### config.mk
export PLATFORM = sky130hd
export DESIGN_NAME = epoch_ns_to_rfc3339_text
export DESIGN_NICKNAME = d
export VERILOG_FILES = /design/src/sv/ert_pkg.sv /design/src/sv/ert_split.sv /design/src/sv/ert_fifo.sv /design/src/sv/ert_calc.sv /design/src/sv/ert_emit.sv /design/src/sv/epoch_ns_to_rfc3339_text.sv
export SDC_FILE = /design/constraint.sdc
export NUM_CORES = 2
export LEC_CHECK = 0
export BUFFER_PORTS_ARGS = -buffer_cell sky130_fd_sc_hd__buf_2
export CORE_MARGIN = 2
export CORE_UTILIZATION = 40
export DETAILED_ROUTE_END_ITERATION = 12
export PLACE_DENSITY = 0.61
export SKIP_CTS_REPAIR_TIMING = 1
export SYNTH_ARGS = -nofsm -noshare
export SYNTH_HDL_FRONTEND = slang
export SYNTH_HIERARCHICAL = 1
export SYNTH_SLANG_ARGS = --single-unit
### constraint.sdc
create_clock -name clock -period 17.8 [get_ports clock]
set_input_delay 0.89 -clock clock [delete_from_list [all_inputs] [get_ports clock]]
set_output_delay 0.89 -clock clock [all_outputs]
set_load 0.005 [all_outputs]
### src/sv/ert_pkg.sv
// Shared types, constants and divide step for the epoch-to-timestamp-text block.
package ert_pkg;

   localparam int unsigned NsWidth   = 64;
   localparam int unsigned CharBits  = 8;
   localparam int unsigned TextLen   = 30;
   localparam int unsigned TextBits  = TextLen * CharBits;

   localparam logic [29:0] NANOS_PER_SECOND = 30'd1000000000;
   localparam logic [29:0] SEC_PER_DAY      = 30'd86400;

   typedef struct packed {
      logic [17:0] days;
      logic [16:0] tod;
      logic [29:0] frac;
   } split_type;

   typedef struct packed {
      logic [29:0] rem;
      logic [2:0]  quo;
   } div_type;

   // Three restoring divide steps; rem must stay below dvsr.
   function automatic div_type div_step3(logic [29:0] rem, logic [2:0] bits,
                                         logic [29:0] dvsr);
      div_type     res;
      logic [30:0] r;
      int          i;
      res.rem = rem;
      res.quo = '0;
      for (i = 2; i >= 0; i--) begin
         r = {res.rem, bits[i]};
         if (r >= {1'b0, dvsr}) begin
            r          = r - {1'b0, dvsr};
            res.quo[i] = 1'b1;
         end
         res.rem = r[29:0];
      end
      return res;
   endfunction

endpackage

### src/sv/ert_split.sv
// Front end: accept a nanosecond count, split it into days, time of day and fraction.
module ert_split import ert_pkg::*; (
   input  logic                clock,
   input  logic                reset,
   input  logic                req_valid,
   output logic                req_ready,
   input  logic [NsWidth-1:0]  req_epoch_nanoseconds,
   output logic                out_valid,
   input  logic                out_ready,
   output split_type           out_item
);

   localparam logic [1:0] ST_IDLE   = 2'd0;
   localparam logic [1:0] ST_NSDIV  = 2'd1;
   localparam logic [1:0] ST_SECDIV = 2'd2;
   localparam logic [1:0] ST_DONE   = 2'd3;

   localparam logic [3:0] NS_LAST  = 4'd11;
   localparam logic [3:0] SEC_LAST = 4'd6;

   logic [1:0]  state_ff, state_in;
   logic [3:0]  cnt_ff, cnt_in;
   logic [29:0] rem_ff, rem_in;
   logic [35:0] sh_ff, sh_in;
   split_type   item_ff, item_in;

   div_type     step;
   logic [35:0] quo;
   logic [29:0] dvsr;
   logic        take;

   assign out_valid = (state_ff == ST_DONE);
   assign req_ready = (state_ff == ST_IDLE) || (out_valid && out_ready);
   assign take      = req_valid && req_ready;
   assign out_item  = item_ff;

   always_comb begin
      dvsr     = (state_ff == ST_SECDIV) ? SEC_PER_DAY : NANOS_PER_SECOND;
      step     = div_step3(rem_ff, sh_ff[35:33], dvsr);
      quo      = {sh_ff[32:0], step.quo};
      state_in = state_ff;
      cnt_in   = cnt_ff;
      rem_in   = rem_ff;
      sh_in    = sh_ff;
      item_in  = item_ff;
      unique case (state_ff)
         ST_NSDIV: begin
            rem_in = step.rem;
            sh_in  = quo;
            cnt_in = cnt_ff + 4'd1;
            if (cnt_ff == NS_LAST) begin
               item_in.frac = step.rem;
               rem_in       = {15'd0, quo[35:21]};
               sh_in        = {quo[20:0], 15'd0};
               cnt_in       = '0;
               state_in     = ST_SECDIV;
            end
         end
         ST_SECDIV: begin
            rem_in = step.rem;
            sh_in  = quo;
            cnt_in = cnt_ff + 4'd1;
            if (cnt_ff == SEC_LAST) begin
               item_in.days = quo[17:0];
               item_in.tod  = step.rem[16:0];
               state_in     = ST_DONE;
            end
         end
         ST_DONE: begin
            if (out_ready) state_in = ST_IDLE;
         end
         default: ;
      endcase
      if (take) begin
         state_in = ST_NSDIV;
         cnt_in   = '0;
         rem_in   = {2'd0, req_epoch_nanoseconds[63:36]};
         sh_in    = req_epoch_nanoseconds[35:0];
      end
   end

   always_ff @(posedge clock) begin
      if (reset) begin
         state_ff <= ST_IDLE;
         cnt_ff   <= '0;
      end else begin
         state_ff <= state_in;
         cnt_ff   <= cnt_in;
      end
      rem_ff  <= rem_in;
      sh_ff   <= sh_in;
      item_ff <= item_in;
   end

endmodule

### src/sv/ert_fifo.sv
// Two-entry queue between the front end and the calendar stage.
module ert_fifo import ert_pkg::*; (
   input  logic      clock,
   input  logic      reset,
   input  logic      in_valid,
   output logic      in_ready,
   input  split_type in_item,
   output logic      out_valid,
   input  logic      out_ready,
   output split_type out_item
);

   localparam logic [1:0] FULL_COUNT = 2'd2;

   split_type  ent_ff [2];
   logic       wr_ptr_ff, wr_ptr_in;
   logic       rd_ptr_ff, rd_ptr_in;
   logic [1:0] count_ff, count_in;
   logic       push, pop;

   assign in_ready  = (count_ff != FULL_COUNT);
   assign out_valid = (count_ff != 2'd0);
   assign out_item  = ent_ff[rd_ptr_ff];
   assign push      = in_valid && in_ready;
   assign pop       = out_valid && out_ready;

   always_comb begin
      wr_ptr_in = push ? ~wr_ptr_ff : wr_ptr_ff;
      rd_ptr_in = pop ? ~rd_ptr_ff : rd_ptr_ff;
      count_in  = count_ff;
      if (push && !pop) count_in = count_ff + 2'd1;
      if (pop && !push) count_in = count_ff - 2'd1;
   end

   always_ff @(posedge clock) begin
      if (reset) begin
         wr_ptr_ff <= 1'b0;
         rd_ptr_ff <= 1'b0;
         count_ff  <= '0;
      end else begin
         wr_ptr_ff <= wr_ptr_in;
         rd_ptr_ff <= rd_ptr_in;
         count_ff  <= count_in;
      end
      if (push) ent_ff[wr_ptr_ff] <= in_item;
   end

endmodule

### src/sv/ert_calc.sv
// Back end: civil date, clock time and decimal digits, assembled into the text line.
module ert_calc import ert_pkg::*; (
   input  logic                clock,
   input  logic                reset,
   input  logic                in_valid,
   output logic                in_ready,
   input  split_type           in_item,
   output logic                out_valid,
   input  logic                out_ready,
   output logic [TextBits-1:0] out_text
);

   typedef struct packed {
      logic [3:0]  dig;
      logic [29:0] rest;
   } digit_type;

   localparam logic [3:0] ST_IDLE  = 4'd0;
   localparam logic [3:0] ST_ERA   = 4'd1;
   localparam logic [3:0] ST_DIVA  = 4'd2;
   localparam logic [3:0] ST_YOEP  = 4'd3;
   localparam logic [3:0] ST_DIVY  = 4'd4;
   localparam logic [3:0] ST_DOY   = 4'd5;
   localparam logic [3:0] ST_MPP   = 4'd6;
   localparam logic [3:0] ST_DIVM  = 4'd7;
   localparam logic [3:0] ST_DATE  = 4'd8;
   localparam logic [3:0] ST_DIVH  = 4'd9;
   localparam logic [3:0] ST_DIVMI = 4'd10;
   localparam logic [3:0] ST_YDIG  = 4'd11;
   localparam logic [3:0] ST_DONE  = 4'd12;

   localparam logic [3:0] FRAC_DONE = 4'd9;
   localparam logic [1:0] YDIG_LAST = 2'd3;

   localparam logic [CharBits-1:0] CH_DASH  = 8'h2D;
   localparam logic [CharBits-1:0] CH_T     = 8'h54;
   localparam logic [CharBits-1:0] CH_COLON = 8'h3A;
   localparam logic [CharBits-1:0] CH_DOT   = 8'h2E;
   localparam logic [CharBits-1:0] CH_Z     = 8'h5A;

   // Leading decimal digit of v for a constant place value.
   function automatic digit_type lead_digit(logic [29:0] v, logic [29:0] unit_val);
      digit_type   res;
      logic [33:0] thr;
      logic [33:0] sub_val;
      int          k;
      res.dig = '0;
      sub_val = '0;
      for (k = 1; k <= 9; k++) begin
         thr = 34'(k) * {4'd0, unit_val};
         if ({4'd0, v} >= thr) begin
            res.dig = 4'(k);
            sub_val = thr;
         end
      end
      res.rest = v - sub_val[29:0];
      return res;
   endfunction

   // First day of year (March based) for each shifted month.
   function automatic logic [8:0] month_base(logic [3:0] mp);
      logic [8:0] res;
      case (mp)
         4'd0:    res = 9'd0;
         4'd1:    res = 9'd31;
         4'd2:    res = 9'd61;
         4'd3:    res = 9'd92;
         4'd4:    res = 9'd122;
         4'd5:    res = 9'd153;
         4'd6:    res = 9'd184;
         4'd7:    res = 9'd214;
         4'd8:    res = 9'd245;
         4'd9:    res = 9'd275;
         4'd10:   res = 9'd306;
         4'd11:   res = 9'd337;
         default: res = 9'd0;
      endcase
      return res;
   endfunction

   function automatic logic [CharBits-1:0] dchar(logic [3:0] d);
      return {4'h3, d};
   endfunction

   function automatic logic [2*CharBits-1:0] two_chars(logic [6:0] v);
      digit_type t;
      t = lead_digit({23'd0, v}, 30'd10);
      return {dchar(t.dig), dchar(t.rest[3:0])};
   endfunction

   logic [3:0]  state_ff, state_in;
   logic [17:0] days_ff, days_in;
   logic [16:0] tod_ff, tod_in;
   logic [2:0]  era_ff, era_in;
   logic [17:0] doe_ff, doe_in;
   logic [8:0]  yoe_ff, yoe_in;
   logic [8:0]  doy_ff, doy_in;
   logic [11:0] drem_ff, drem_in;
   logic [8:0]  dsh_ff, dsh_in;
   logic [1:0]  dcnt_ff, dcnt_in;
   logic [13:0] yval_ff, yval_in;
   logic [15:0] ydig_ff, ydig_in;
   logic [1:0]  ycnt_ff, ycnt_in;
   logic [3:0]  mon_ff, mon_in;
   logic [4:0]  day_ff, day_in;
   logic [4:0]  hh_ff, hh_in;
   logic [5:0]  mi_ff, mi_in;
   logic [5:0]  ss_ff, ss_in;
   logic [29:0] fval_ff, fval_in;
   logic [35:0] fdig_ff, fdig_in;
   logic [3:0]  fcnt_ff, fcnt_in;

   logic        take;
   logic [19:0] shifted;
   logic [2:0]  era_c;
   logic [19:0] doe_w;
   logic [29:0] dvsr;
   div_type     st;
   logic [8:0]  qfull;
   logic        dlast;
   logic [2:0]  cyc_b;
   logic        cyc_c;
   logic [17:0] num;
   logic [1:0]  cent;
   logic [17:0] ybase;
   logic [17:0] doy_w;
   logic [10:0] mpn;
   logic [3:0]  mp;
   logic [3:0]  mon_c;
   logic [8:0]  day_w;
   digit_type   yld;
   digit_type   fld;

   assign out_valid = (state_ff == ST_DONE);
   assign in_ready  = (state_ff == ST_IDLE) || (out_valid && out_ready);
   assign take      = in_valid && in_ready;

   always_comb begin
      shifted = 20'(days_ff) + 20'd719468;
      era_c   = '0;
      for (int k = 1; k <= 6; k++) begin
         if (shifted >= 20'(k * 146097)) era_c = 3'(k);
      end
      doe_w = shifted - 20'(era_c) * 20'd146097;

      case (state_ff)
         ST_DIVA:  dvsr = 30'd1460;
         ST_DIVY:  dvsr = 30'd365;
         ST_DIVM:  dvsr = 30'd153;
         ST_DIVH:  dvsr = 30'd3600;
         default:  dvsr = 30'd60;
      endcase
      st    = div_step3({18'd0, drem_ff}, dsh_ff[8:6], dvsr);
      qfull = {dsh_ff[5:0], st.quo};
      dlast = ((state_ff == ST_DIVA) || (state_ff == ST_DIVY)) ? (dcnt_ff == 2'd2)
                                                               : (dcnt_ff == 2'd1);

      cyc_b = '0;
      for (int k = 1; k <= 4; k++) begin
         if (doe_ff >= 18'(k * 36524)) cyc_b = 3'(k);
      end
      cyc_c = (doe_ff >= 18'd146096);
      num   = doe_ff - 18'(dsh_ff[6:0]) + 18'(cyc_b) - 18'(cyc_c);

      cent = '0;
      for (int k = 1; k <= 3; k++) begin
         if (yoe_ff >= 9'(k * 100)) cent = 2'(k);
      end
      ybase = 18'(yoe_ff) * 18'd365 + 18'(yoe_ff[8:2]) - 18'(cent);
      doy_w = doe_ff - ybase;

      mpn   = 11'(doy_ff) * 11'd5 + 11'd2;
      mp    = dsh_ff[3:0];
      mon_c = (mp < 4'd10) ? mp + 4'd3 : mp - 4'd9;
      day_w = doy_ff - month_base(mp) + 9'd1;

      yld = lead_digit(30'(yval_ff), 30'd1000);
      fld = lead_digit(fval_ff, 30'd100000000);
   end

   always_comb begin
      state_in = state_ff;
      days_in  = days_ff;
      tod_in   = tod_ff;
      era_in   = era_ff;
      doe_in   = doe_ff;
      yoe_in   = yoe_ff;
      doy_in   = doy_ff;
      drem_in  = drem_ff;
      dsh_in   = dsh_ff;
      dcnt_in  = dcnt_ff;
      yval_in  = yval_ff;
      ydig_in  = ydig_ff;
      ycnt_in  = ycnt_ff;
      mon_in   = mon_ff;
      day_in   = day_ff;
      hh_in    = hh_ff;
      mi_in    = mi_ff;
      ss_in    = ss_ff;
      fval_in  = fval_ff;
      fdig_in  = fdig_ff;
      fcnt_in  = fcnt_ff;

      if (fcnt_ff != FRAC_DONE) begin
         fdig_in = {fdig_ff[31:0], fld.dig};
         fval_in = 30'(fld.rest * 30'd10);
         fcnt_in = fcnt_ff + 4'd1;
      end

      unique case (state_ff)
         ST_ERA: begin
            era_in   = era_c;
            doe_in   = doe_w[17:0];
            drem_in  = 12'(doe_w[17:9]);
            dsh_in   = doe_w[8:0];
            dcnt_in  = '0;
            state_in = ST_DIVA;
         end
         ST_DIVA, ST_DIVY, ST_DIVM, ST_DIVH, ST_DIVMI: begin
            drem_in = st.rem[11:0];
            dsh_in  = qfull;
            dcnt_in = dcnt_ff + 2'd1;
            if (dlast) begin
               unique case (state_ff)
                  ST_DIVA: state_in = ST_YOEP;
                  ST_DIVY: begin
                     yoe_in   = qfull;
                     state_in = ST_DOY;
                  end
                  ST_DIVM: state_in = ST_DATE;
                  ST_DIVH: begin
                     hh_in    = qfull[4:0];
                     drem_in  = 12'(st.rem[11:6]);
                     dsh_in   = {st.rem[5:0], 3'd0};
                     dcnt_in  = '0;
                     state_in = ST_DIVMI;
                  end
                  default: begin
                     mi_in    = qfull[5:0];
                     ss_in    = st.rem[5:0];
                     ycnt_in  = '0;
                     state_in = ST_YDIG;
                  end
               endcase
            end
         end
         ST_YOEP: begin
            drem_in  = 12'(num[17:9]);
            dsh_in   = num[8:0];
            dcnt_in  = '0;
            state_in = ST_DIVY;
         end
         ST_DOY: begin
            doy_in   = doy_w[8:0];
            state_in = ST_MPP;
         end
         ST_MPP: begin
            drem_in  = 12'(mpn[10:6]);
            dsh_in   = {mpn[5:0], 3'd0};
            dcnt_in  = '0;
            state_in = ST_DIVM;
         end
         ST_DATE: begin
            day_in   = day_w[4:0];
            mon_in   = mon_c;
            yval_in  = 14'(yoe_ff) + 14'(era_ff) * 14'd400 + 14'(mon_c <= 4'd2);
            drem_in  = 12'(tod_ff[16:6]);
            dsh_in   = {tod_ff[5:0], 3'd0};
            dcnt_in  = '0;
            state_in = ST_DIVH;
         end
         ST_YDIG: begin
            ydig_in = {ydig_ff[11:0], yld.dig};
            yval_in = 14'(yld.rest * 30'd10);
            ycnt_in = ycnt_ff + 2'd1;
            if (ycnt_ff == YDIG_LAST) state_in = ST_DONE;
         end
         ST_DONE: begin
            if (out_ready) state_in = ST_IDLE;
         end
         default: ;
      endcase

      if (take) begin
         days_in  = in_item.days;
         tod_in   = in_item.tod;
         fval_in  = in_item.frac;
         fcnt_in  = '0;
         state_in = ST_ERA;
      end
   end

   assign out_text = {
      dchar(ydig_ff[15:12]), dchar(ydig_ff[11:8]), dchar(ydig_ff[7:4]), dchar(ydig_ff[3:0]),
      CH_DASH, two_chars(7'(mon_ff)), CH_DASH, two_chars(7'(day_ff)),
      CH_T, two_chars(7'(hh_ff)), CH_COLON, two_chars(7'(mi_ff)),
      CH_COLON, two_chars(7'(ss_ff)), CH_DOT,
      dchar(fdig_ff[35:32]), dchar(fdig_ff[31:28]), dchar(fdig_ff[27:24]),
      dchar(fdig_ff[23:20]), dchar(fdig_ff[19:16]), dchar(fdig_ff[15:12]),
      dchar(fdig_ff[11:8]), dchar(fdig_ff[7:4]), dchar(fdig_ff[3:0]),
      CH_Z
   };

   always_ff @(posedge clock) begin
      if (reset) begin
         state_ff <= ST_IDLE;
         dcnt_ff  <= '0;
         ycnt_ff  <= '0;
         fcnt_ff  <= FRAC_DONE;
      end else begin
         state_ff <= state_in;
         dcnt_ff  <= dcnt_in;
         ycnt_ff  <= ycnt_in;
         fcnt_ff  <= fcnt_in;
      end
      days_ff <= days_in;
      tod_ff  <= tod_in;
      era_ff  <= era_in;
      doe_ff  <= doe_in;
      yoe_ff  <= yoe_in;
      doy_ff  <= doy_in;
      drem_ff <= drem_in;
      dsh_ff  <= dsh_in;
      yval_ff <= yval_in;
      ydig_ff <= ydig_in;
      mon_ff  <= mon_in;
      day_ff  <= day_in;
      hh_ff   <= hh_in;
      mi_ff   <= mi_in;
      ss_ff   <= ss_in;
      fval_ff <= fval_in;
      fdig_ff <= fdig_in;
   end

endmodule

### src/sv/ert_emit.sv
// Output stage: shift the text line out one character per rsp_valid/rsp_ready handshake.
module ert_emit import ert_pkg::*; (
   input  logic                clock,
   input  logic                reset,
   input  logic                in_valid,
   output logic                in_ready,
   input  logic [TextBits-1:0] in_text,
   output logic                rsp_valid,
   input  logic                rsp_ready,
   output logic [CharBits-1:0] rsp_text_char,
   output logic                rsp_last_char
);

   localparam logic [4:0] LAST_IDX = 5'(TextLen - 1);

   logic [TextBits-1:0] text_ff, text_in;
   logic [4:0]          cnt_ff, cnt_in;
   logic                busy_ff, busy_in;
   logic                fire, fin;

   assign rsp_valid     = busy_ff;
   assign rsp_text_char = text_ff[TextBits-1 -: CharBits];
   assign rsp_last_char = (cnt_ff == LAST_IDX);
   assign fire          = rsp_valid && rsp_ready;
   assign fin           = fire && rsp_last_char;
   assign in_ready      = !busy_ff || fin;

   always_comb begin
      text_in = text_ff;
      cnt_in  = cnt_ff;
      busy_in = busy_ff;
      if (fire) begin
         text_in = text_ff << CharBits;
         cnt_in  = cnt_ff + 5'd1;
         if (fin) busy_in = 1'b0;
      end
      if (in_valid && in_ready) begin
         text_in = in_text;
         cnt_in  = '0;
         busy_in = 1'b1;
      end
   end

   always_ff @(posedge clock) begin
      if (reset) begin
         busy_ff <= 1'b0;
         cnt_ff  <= '0;
      end else begin
         busy_ff <= busy_in;
         cnt_ff  <= cnt_in;
      end
      text_ff <= text_in;
   end

endmodule

### src/sv/epoch_ns_to_rfc3339_text.sv
// Top level: nanosecond epoch count to 30-character UTC timestamp text.
// The output stage sends one character per cycle while rsp_ready is high; the split
// divider and the calendar sequencer each take a new item only once done with the last.
// Reset is synchronous and active high; it clears control state only, no clearing pass.
module epoch_ns_to_rfc3339_text import ert_pkg::*; (
   input  logic                clock,
   input  logic                reset,
   input  logic                req_valid,
   output logic                req_ready,
   input  logic [NsWidth-1:0]  req_epoch_nanoseconds,
   output logic                rsp_valid,
   input  logic                rsp_ready,
   output logic [CharBits-1:0] rsp_text_char,
   output logic                rsp_last_char
);

   logic                split_valid, split_ready;
   split_type           split_item;
   logic                q_valid, q_ready;
   split_type           q_item;
   logic                text_valid, text_ready;
   logic [TextBits-1:0] text;

   ert_split u_split (
      .clock                 (clock),
      .reset                 (reset),
      .req_valid             (req_valid),
      .req_ready             (req_ready),
      .req_epoch_nanoseconds (req_epoch_nanoseconds),
      .out_valid             (split_valid),
      .out_ready             (split_ready),
      .out_item              (split_item)
   );

   ert_fifo u_fifo (
      .clock     (clock),
      .reset     (reset),
      .in_valid  (split_valid),
      .in_ready  (split_ready),
      .in_item   (split_item),
      .out_valid (q_valid),
      .out_ready (q_ready),
      .out_item  (q_item)
   );

   ert_calc u_calc (
      .clock     (clock),
      .reset     (reset),
      .in_valid  (q_valid),
      .in_ready  (q_ready),
      .in_item   (q_item),
      .out_valid (text_valid),
      .out_ready (text_ready),
      .out_text  (text)
   );

   ert_emit u_emit (
      .clock         (clock),
      .reset         (reset),
      .in_valid      (text_valid),
      .in_ready      (text_ready),
      .in_text       (text),
      .rsp_valid     (rsp_valid),
      .rsp_ready     (rsp_ready),
      .rsp_text_char (rsp_text_char),
      .rsp_last_char (rsp_last_char)
   );

endmodule
# Word level (Yosys, flattened, before mapping)
# Memory sizes are Yosys's and may differ from the RTL's. A register that Yosys moved wholly into a read port is not among the register bits.
# Index checks and enable logic that the tools add are counted.
dict set report totals {
  register_bits 583
  latchBits 0
  ram_bits 130
  romBits 144
  input_bits 68
  out_inout_bits 11
  elab_cells 383
  n_memories 2
}
dict set report classes {
  addsub 35
  mul 6
  div 0
  magnitude_cmp 58
  eq_ne 36
  shifts 0
  muxes 149
  bitwise 3
  n_reduce_logical 51
}
# memory depth width read_ports rd_clocked_by_memory_dff write_ports line_no
set mem_list {}
lappend mem_list {{(no name shown)} 16 9 1 1 0 ert_calc.sv:63} ;# case (mp)
lappend mem_list {u_fifo.ent_ff 2 65 1 1 1 ert_fifo.sv:15} ;# split_type ent_ff [2];
# op n
set op_table {}
lappend op_table {{$mux 236} 2}
lappend op_table {{$mux 30} 13}
lappend op_table {{$ge 30x30->1 const B} 4}
lappend op_table {{$sub 30x30->30} 4}
lappend op_table {{$mux 4} 27}
lappend op_table {{$ge 31x30->1} 3}
lappend op_table {{$ge 30x29->1 const B} 3}
lappend op_table {{$mux 29} 3}
lappend op_table {{$mux 36} 2}
lappend op_table {{$pmux 36 s2} 1}
lappend op_table {{$ge 31x12->1} 2}
lappend op_table {{$ge 20x20->1 const B} 3}
lappend op_table {{$mux 12} 5}
lappend op_table {{$pmux 12 s5} 1}
lappend op_table {{$pmux 30 s2} 1}
lappend op_table {{$ge 14x13->1 const B} 4}
lappend op_table {{$mux 28} 2}
lappend op_table {{$mux 2} 27}
lappend op_table {{$mux 3} 18}
lappend op_table {{$mux 13} 4}
lappend op_table {{$pmux 12 s4} 1}
lappend op_table {{$pmux 9 s5} 1}
lappend op_table {{$ge 20x19->1 const B} 2}
lappend op_table {{$ge 18x17->1 const B} 2}
lappend op_table {{other kinds (93)} 203}

# Longest topological paths before layout
dict set report depth {
  word_depth 14
  depth_mapped 48
  ltp_nobuf 43
}

# Hierarchy
# Netlist, hierarchy kept.
# mod n_inst cells_each area_per_inst_um2 seq_area_each_um2
set by_module_without_submodules {}
lappend by_module_without_submodules {ert_calc 1 2449 22327.7 6856.6}
lappend by_module_without_submodules {ert_split 1 1165 10732.8 4033.9}
lappend by_module_without_submodules {ert_emit 1 552 10500.1 7327.0}
lappend by_module_without_submodules {ert_fifo 1 226 4906.0 4003.8}

# Least setup slack after synthesis
# OpenSTA, ideal clock, no wires.
dict set report synth_path {
  path_kind {reg-to-reg}
  startpoint {reg u_split.state_ff[0]}
  endpoint {reg u_split.rem_ff[18] (data pin)}
  setup_time_ns 0.256
  arrival_time_ns 10.582
  t_required_ns 17.544
  setup_slack_ns 6.962
  stages_incl_launch_ff 47
  path_buffers 13
  synth_period_minus_slack_ns 10.838
  path_cell_list {dfxtp_1 -> inv_1 -> ha_1 -> buf_4 -> buf_6 -> inv_2 -> buf_1 -> buf_1 -> ha_1 -> clkbuf_1 -> a211oi_1 -> o31a_1 -> o221ai_2 -> a211o_1 -> a21oi_1 -> buf_4 -> clkbuf_1 -> mux2i_1 -> (+11 left out) -> buf_4 -> buf_6 -> clkbuf_1 -> clkbuf_1 -> a21oi_1 -> ha_1 -> clkbuf_1 -> nand3_1 -> mux2_4 -> or4_1 -> or3_1 -> o211a_1 -> o31a_2 -> inv_2 -> buf_2 -> nand2_1 -> xor2_1 -> a22o_1}
}
# element line_no
set synth_lines {}
lappend synth_lines {{from (decl)} ert_split.sv:21} ;# logic [1:0] state_ff, state_in;
lappend synth_lines {{from (signal assigned)} ert_split.sv:87} ;# state_ff <= state_in;
lappend synth_lines {{to (signal assigned)} ert_split.sv:90} ;# rem_ff <= rem_in;
lappend synth_lines {{to (decl)} ert_split.sv:23} ;# logic [29:0] rem_ff, rem_in;

# Worst setup path after layout
dict set report layout_path {
  startpoint {reg u_split.state_ff[0]}
  endpoint {reg u_split.rem_ff[22] (data pin)}
}
dict set report layout_via {
  elab_chain_len 11
  elab_cells_between_ends 20
  classes_between {add/sub: 3; order compare: 3; eq/ne: 3; mux: 7; reduce/logical: 4}
}
# element line_no
set layout_rtl {}
lappend layout_rtl {{$eq 2x2->1} {ert_split.sv:38, ert_split.sv:46}}
lappend layout_rtl {{$mux 30} ert_split.sv:38} ;# dvsr = (state_ff == ST_SECDIV) ? SEC_PER_DAY : NANOS_PER_SECOND;
lappend layout_rtl {{$sub 30x30->30 or $ge 31x30->1 (tied branches)} {ert_pkg.sv:34, ert_pkg.sv:33}}
lappend layout_rtl {{$mux 30} ert_pkg.sv:33} ;# if (r >= {1'b0, dvsr}) begin
lappend layout_rtl {{$sub 30x30->30 or $ge 31x30->1 (tied branches)} {ert_pkg.sv:34, ert_pkg.sv:33}}
lappend layout_rtl {{$mux 30} ert_pkg.sv:33}
lappend layout_rtl {{$sub 30x30->30 or $ge 31x30->1 (tied branches)} {ert_pkg.sv:34, ert_pkg.sv:33}}
lappend layout_rtl {{$mux 30} ert_pkg.sv:33}
lappend layout_rtl {{$mux 30} ert_split.sv:51} ;# if (cnt_ff == NS_LAST) begin
lappend layout_rtl {{$pmux 30 s2} ert_split.sv:46} ;# unique case (state_ff)
lappend layout_rtl {{$mux 28 *} ert_split.sv:74} ;# if (take) begin
lappend layout_rtl {{named net u_split.rem_in[22]} ert_split.sv:23}
# The timed path passes the listed nets; every way through them passes the cells marked *.
# A chain may end at the register's enable or synchronous reset.

==> flow_summary.toml <==
[run_status]
status = "complete, no violations"

[logic_synthesis]
netlist_top_cells_area = "edfxtp_1 44%, ha_1 9.0%, mux2_1 4.7%"
synth_area_per_cell_um2 = 11.0
yosys.cell_count.top_type = "edfxtp_1"
synth_edf_count = 716
ys_top_cells_by_count = "716 x edfxtp_1, 348 x ha_1, 302 x nand2_1, 299 x nor2_1, 275 x inv_1"
synth-async-reset-ratio = 0
synthesis.area_um2 = 48500
synth_top_area_frac = 0.444
seq_area_frac_synth = 0.458
ys.flop_type = "edfxtp_1"
yosys_warnings = 6
netlist_instances = 4392
synthDistinctLibCells = 111
synth_seq_cells = 752
synth_area_leader_cell = "edfxtp_1"

[sta]
period_minus_slack_ns = 11.65
max_freq_mhz = 85.8
tightest_slew_ns = 1.08
slew_headroom = 0.275
setup_viol = 0
skew_ns = 0.0330
hold_viol_final = 0
layout_worst_path_cycle_share = 0.655
finalMaxSlewViolations = 0
rsz0062_at_grt = "false"
setup_tns_ns = 0

[worst_setup_path]
worstSetupEndpointType = "flip-flop"
crit_path_start_kind = "flip-flop"
reg2reg_from = "u_split/state_ff[0]"
cp_slowest_stage_delay_ns = 0.63
crit_path_max_fanout = 55
crit_type = "reg -> reg"
crit_start = "u_split/state_ff[0]"
required_ns = 18.25
worst_path_max_delay_cell = "a2111oi_0"
crit_arrival_ns = 12.10

[route]
drtIter0Drc = 2742
dr.pass1.iters = 8
vias_per_cell = 5.31
wl_um = 111000
wl_per_cell_um = 18.2
topRoutingLayerUsed = "met4"
via_count = 32400
wl_met3_um = 4870
wl_met2_um = 51300
drc = 0
wl_met1_um = 51300
antenna_left = 0

[die]
die_y_um = 352
die_w_um = 352
initial_core_util = 0.403
pin_count = 79
rows = 127
die_area_um2 = 124000
core_um2 = 120000

[placement]
hpwl_um = 80200
io_buffers = 78
place.gp.congestion = 0.916

[global_route]
grt_overflow_total = 0
grt_pass1_vias = 31600
grt_start_max_net_pins = 161
antenna_found_initial = 5
grt_pass1_wl_um = 175000
grt_util_all_layers = 0.176

[clock_tree]
clkTransAtPathRegs_ns = 0.06
clockBufferDepth = 3
root_buffer = "clkbuf_16"
cts_tree = "done"
numClockSinks = 752
h-tree-depth = 3
cts_buffers = 81
clock_latency_ns = 0.66

[worst_hold_path]
hp-class = "reg -> reg"
hp-start = "u_split/out_item[32]"

[finish]
nFillCells = 11400
area_growth_syn_to_layout_pct = 8.24
nets = 4878
layout-drive-gt1-share = 0.0982
antenna_cells = 0

[job]
max_cap_violations = 0
-- state kept, by name, summed over array words and instances (netlist names), 5 cells and up, named ones only --
register	flops
u_calc/fdig_ff	36
u_calc/yval_ff	14
u_fifo/ent_ff	130
u_calc/doy_ff	9
u_calc/fval_ff	30
u_calc/drem_ff	12
u_calc/ydig_ff	16
u_emit/cnt_ff	5
u_calc/hh_ff	5
u_calc/days_ff	18
u_split/rem_ff	30
u_calc/dsh_ff	9
u_calc/tod_ff	17
u_split/sh_ff	36
u_split/out_item	65
u_calc/ss_ff	6
u_emit/text_ff	240
u_calc/mi_ff	6
u_calc/day_ff	5
u_calc/doe_ff	18
u_calc/yoe_ff	9
-- stage by stage --
stage	instance area, um2	instances	hold WS, ns	setup WS, ns	util
after floorplan	49100	4549	0.420	6.96	-
final	52500	6102	0.431	6.15	0.437
after global routing	52500	6102	0.441	5.34	0.437
after detailed placement	49700	5953	0.429	6.30	0.414
after CTS	52500	6102	0.427	6.27	0.437
after global placement	49700	5953	0.421	6.52	0.414
-- worst max-delay path: cells and delay by family, from the launching register on --
kind / cells / cell delay [ns]
flops: 1 / 0.35
fa+ha+maj: 4 / 1.63
xor+xnor: 2 / 0.37
simple gates: 10 / 2.48
compound gates: 13 / 3.57
buf+inv: 6 / 2.46
mux: 2 / 0.55
-- cell usage in the layout (no fill, tap or decap), types with 20 or more instances in the layout --
| master | n |
|---|---|
| a31oi_1 | 33 |
| a21oi_1 | 248 |
| a211oi_1 | 21 |
| edfxtp_1 | 716 |
| nor2b_1 | 40 |
| clkbuf_16 | 82 |
| o21a_1 | 44 |
| dfxtp_1 | 35 |
| o21ai_0 | 205 |
| buf_4 | 39 |
| xnor2_1 | 180 |
| nand2b_1 | 44 |
| a22o_1 | 28 |
| or2_2 | 21 |
| mux2_2 | 114 |
| nor2_1 | 296 |
| xor2_1 | 81 |
| o211ai_1 | 20 |
| nor4_1 | 24 |
| inv_1 | 274 |
| nand4_1 | 21 |
| o22ai_1 | 20 |
| conb_1 | 159 |
| o31ai_1 | 29 |
| mux2i_1 | 53 |
| nand3_1 | 71 |
| buf_2 | 78 |
| nor3_1 | 68 |
| ha_1 | 347 |
| fa_1 | 38 |
| or3_1 | 26 |
| and2_1 | 37 |
| o21bai_1 | 39 |
| mux2_1 | 201 |
| a21o_1 | 48 |
| nand2_1 | 300 |
-- layer usage --
layer,vias to the layer above,global-route usage
li1,15900,-
met4,0,0.0553
met1,15600,0.242
met3,186,0.0206
met2,764,0.290
met5,-,0
-- cell type report --
| type | instances | area (um2) | area share |
|---|---|---|---|
| multi-input cells | 3187 | 23700 | 0.452 |
| flip-flops and latches | 752 | 22200 | 0.424 |
| clock buffers | 101 | 2150 | 0.0410 |
| well taps | 1612 | 2020 | 0.0384 |
| inverters | 284 | 1070 | 0.0204 |
| repair buffers | 118 | 703 | 0.0134 |
| clock inverters | 48 | 588 | 0.0112 |
-- cells by family after synthesis --
family	after synthesis	synth area share
buffers and inverters	610	0.0659
muxes	372	0.0853
and+or+nand+nor	1050	0.105
adders and majority gates	390	0.106
AOI/OAI and AO/OA	951	0.130
xor gates and xnor gates	265	0.0488
other	2	0.000155
DFF	752	0.458
-- path summary, 6_finish.rpt --
kind / end / cells after the start / slack, ns
max: u_split/rem_ff[22] / 37 / 6.15
min: u_fifo/ent_ff[1][32] / 0 / 0.43
max reg2reg: u_split/rem_ff[22] / 37 / 6.15
min reg2reg: u_fifo/ent_ff[1][32] / 0 / 0.43
Power is left out: the tool's default activity adds up to more than one toggle a clock period on the data nets, which glitch-free logic cannot reach.
